File: src/hdl/lsp_ram.sv
// Generic single-write, single-read synchronous RAM with a registered read port.
module lsp_ram #(
	parameter int WIDTH = 8,
	parameter int DEPTH = 16
) (
	input  logic                     clk,
	input  logic                     we,
	input  logic [$clog2(DEPTH)-1:0] waddr,
	input  logic [WIDTH-1:0]         wdata,
	input  logic                     re,
	input  logic [$clog2(DEPTH)-1:0] raddr,
	output logic [WIDTH-1:0]         rdata
);

	logic [WIDTH-1:0] mem [DEPTH];

	always_ff @(posedge clk) begin
		if (we) begin
			mem[waddr] <= wdata;
		end
		if (re) begin
			rdata <= mem[raddr];
		end
	end

endmodule
File: config.mk
export PLATFORM = sky130hd
export DESIGN_NAME = lsp_ram
export DESIGN_NICKNAME = d
export VERILOG_FILES = /design/src/hdl/lsp_ram.sv
export SDC_FILE = /design/constraint.sdc
export NUM_CORES = 1
export LEC_CHECK = 0
export BUFFER_PORTS_ARGS = -buffer_cell sky130_fd_sc_hd__buf_2
export CORE_ASPECT_RATIO = 0.5
export CORE_MARGIN = 5
export CORE_UTILIZATION = 55
export CTS_BUF_LIST = sky130_fd_sc_hd__clkbuf_2 sky130_fd_sc_hd__clkbuf_4 sky130_fd_sc_hd__clkbuf_8
export DETAILED_ROUTE_END_ITERATION = 8
export PLACE_DENSITY = 0.73
export SKIP_LAST_GASP = 1
export SYNTH_ARGS = -nofsm -noshare
export SYNTH_HDL_FRONTEND = slang
export SYNTH_SLANG_ARGS = --single-unit
File: constraint.sdc
create_clock -name clk -period 4.3 [get_ports clk]
set_clock_uncertainty 0.2 [all_clocks]
set_input_delay 0.645 -clock clk [delete_from_list [all_inputs] [get_ports clk]]
set_output_delay 0.645 -clock clk [all_outputs]
set_load 0.005 [all_outputs]
==> metrics.log <==
[metrics] run status: finished clean
[metrics] number of gates resized after CTS: 0
[metrics] final WL: 9380 µm
[metrics] max capacitance violation total: 0
[metrics] Placed Cells incl. Taps: 371
[metrics] hpwl dp: 5970 µm
[metrics] DRC Markers: 0
[metrics] Internal Pwr Total: 2.01 mW
[metrics] final standard cell utilization of the core: 61.9%
[metrics] die height: 78.9 µm
[metrics] Worst-path clk slew: 0.07 ns
[metrics] Routed WL per cell: 23.5 µm
[metrics] Layout Area Growth over Synthesis: 10.7%
[metrics] cells traversed along the worst timing path: buf_2 -> mux4_1 -> a22oi_1 -> nand2_1
[metrics] power dissipated by switching net loads: 0.498 mW
[metrics] Buffers & Inverters on Critical Path: 1
[metrics] clock network fraction of total power: 35.2%
[metrics] final-report max-slew violation count: 0
[metrics] final hold violation count: 0
[metrics] cell at the root of the clock tree: sky130_fd_sc_hd__clkbuf_8
[metrics] I/O pin total: 27
[metrics] synthesized flop and latch total: 136
[metrics] number of optimization iterations in the first detailed-route pass: 4
[metrics] number of vias in the routed layout: 2399
[metrics] largest vdd supply drop: 216 µV
[metrics] total of buffers placed on input and output ports: 26
[metrics] pin count of the biggest net entering global routing: 33
[metrics] post-synth top area cell: sky130_fd_sc_hd__edfxtp_1
[metrics] most common cell in the netlist: sky130_fd_sc_hd__edfxtp_1
[metrics] Post-Synthesis Net Count: 248
[metrics] routability congestion estimate from global placement: 0.746
[metrics] static power due to leakage: 1.91 nW
[metrics] endpoint class of the critical path: flip-flop
[metrics] Area contributors post-synth: sky130_fd_sc_hd__edfxtp_1, sky130_fd_sc_hd__mux4_2, sky130_fd_sc_hd__mux4_1
[metrics] Final Net Count: 288
[metrics] critical path fanouts, max: 29
[metrics] ratio of total power to cell area: 434 mW/mm²
[metrics] GRT Resource Usage Total: 17.5%
[metrics] final cycle utilization of the critical path: 57.7%
[metrics] path class of the lowest-slack min-delay path: input pin to flip-flop
[metrics] WP data arrival: 2.45 ns
[metrics] number of antenna violations at the first check in global routing: 0
[metrics] count of synthesis-stage warnings from yosys: 0
[metrics] diodes inserted: 0
[metrics] transition time at the pin with the least slew margin: 0.939 ns
[metrics] part of the power in registers: 59.7%
[metrics] mapped cell area: 0.00523 mm²
[metrics] CP Launch Type: input pin
[metrics] Synth Flop Type: sky130_fd_sc_hd__edfxtp_1
[metrics] RSZ-0062 raised after global routing: false
[metrics] Max Fclk: 0.403 GHz
[metrics] final antenna-violating net count: 0
[metrics] Avg Inst Size Synth: 22.8 µm²
[metrics] Largest stage delay, worst path: 0.69 ns
[metrics] row cnt: 25
[metrics] async set-reset flop share out of synthesis: 0%
[metrics] setup TNS after final layout: 0 ns
[metrics] share of final-layout standard cells stronger than drive strength 1: 27.2%
[metrics] minimum period implied by the final worst setup slack: 2.48 ns
[metrics] total overflow reported by the global router: 0
[metrics] net switching fraction of the power: 19.8%
[metrics] number of instances in the synthesized netlist: 229
[metrics] gate family responsible for the most delay along the worst path: buffers and inverters
[metrics] Max-slew headroom: 37.2%
[metrics] final setup violating endpoints: 0
[metrics] H-tree level count: 4
[metrics] Setup Fix Bufs, Post-CTS: 0
[metrics] hold bufs inserted after CTS: 0
[metrics] most common library cells after synthesis: sky130_fd_sc_hd__edfxtp_1, sky130_fd_sc_hd__mux4_2, sky130_fd_sc_hd__a22oi_1
[metrics] Cell variety after synth: 18
[metrics] flop2flop setup slack: 2.53 ns
[metrics] sequential element share of the synthesized area: 78.1%
[metrics] core area: 0.00935 mm²
[metrics] part of the power in combinational logic: 5.1%
[metrics] cts bufs inserted: 17
[metrics] Design Power: 2.51 mW
[metrics] starting utilization of the core area: 55.9%
[metrics] Total Die Area: 0.0117 mm²
[metrics] vias in the first global route: 2435
[metrics] Final Instance Count excl. Fillers: 400
[metrics] buffers from clock root to sink, at most: 2
[metrics] drt first-iter violations: 214
[metrics] area share of the largest cell type after synthesis: 78.1%
[metrics] Skew-Pair Late Insertion Delay: 0.42 ns
[metrics] wire length of the first global-routing pass: 14300 µm
[metrics] TritonCTS clock tree: built
[metrics] Die X-Extent: 148 µm
[metrics] category of the most critical setup path: input pin to flip-flop
[metrics] worst-path cell with the longest stage delay: sky130_fd_sc_hd__buf_2
[metrics] number of enable-type register cells in the synthesized netlist: 136
[metrics] required arrival time at the worst endpoint: 4.27 ns
[metrics] drt via density: 6.00
[metrics] clock sinks: 136
cell families after synthesis:
family,Yosys count,share of synthesized area [%]
compound gates,16,2.30
flops,136,78.1
mux,32,14.8
buf+inv,10,1.65
simple gates,35,3.14
flip-flops by register name, indices dropped and copies added (netlist names):
register / cells
rdata: 8
mem: 128
per-stage QoR:
stage               worst slack (ns)  instance area [µm²]  hold slack (ns)
floorplan                       1.96                 5230            0.505
global placement                1.33                 5460            0.531
detailed placement              1.34                 5460            0.534
CTS                             1.80                 5790            0.349
global route                    1.67                 5790            0.356
finish                          1.82                 5790            0.370
final timing paths:
path	start	to	depth (start not counted)
worst min register to register	mem[15][1]	rdata[1]	3
worst max register to register	mem[1][1]	rdata[1]	3
worst max-delay path	raddr[0]	rdata[0]	4
worst min-delay path	re	rdata[6]	1
layout by cell type, fill, tap and decap left out:
cell type and count:
sky130_fd_sc_hd__edfxtp_1 136, sky130_fd_sc_hd__buf_2 26, sky130_fd_sc_hd__mux4_2 18, sky130_fd_sc_hd__clkbuf_8 17, sky130_fd_sc_hd__a22oi_1 16, sky130_fd_sc_hd__mux4_1 14, sky130_fd_sc_hd__nor2_1 13, sky130_fd_sc_hd__nand2_1 9
sky130_fd_sc_hd__clkbuf_4 5, sky130_fd_sc_hd__buf_4 5, sky130_fd_sc_hd__nor3_1 4, sky130_fd_sc_hd__clkinv_2 3, sky130_fd_sc_hd__clkinv_1 3, sky130_fd_sc_hd__nand3b_1 2, sky130_fd_sc_hd__nand2b_1 2, sky130_fd_sc_hd__nor2b_1 1
sky130_fd_sc_hd__and2_1 1, sky130_fd_sc_hd__and2b_1 1, sky130_fd_sc_hd__nand3_1 1, sky130_fd_sc_hd__or3b_2 1, sky130_fd_sc_hd__bufinv_16 1
cell type report:
cell class	instances	area (µm²)
sequential	136	4080
clock inverter	7	56.3
multi-input combinational	83	1060
tap	121	151
clock buffer	22	272
timing repair buffer	31	168
fill	630	3560
routing by layer:
layer	vias to the layer above	global-route usage, %	part of all wire [%]
met4	0	8.20	1.2
met3	13	4.62	6.4
met2	88	26.5	47
met1	1242	24.4	45
met5	-	0	0
li1	1056	-	-
power groups by stage:
| stage | combinational, mW | sequential, mW | clock (mW) |
|---|---|---|---|
| floorplan | 0.0754 | 1.53 | 0 |
| global placement | 0.125 | 1.53 | 0 |
| detailed placement | 0.129 | 1.53 | 0 |
| CTS | 0.130 | 1.50 | 0.898 |
| global route | 0.140 | 1.50 | 0.959 |
| finish | 0.128 | 1.50 | 0.885 |
No activity file was read; power rests on OpenSTA's default activity.
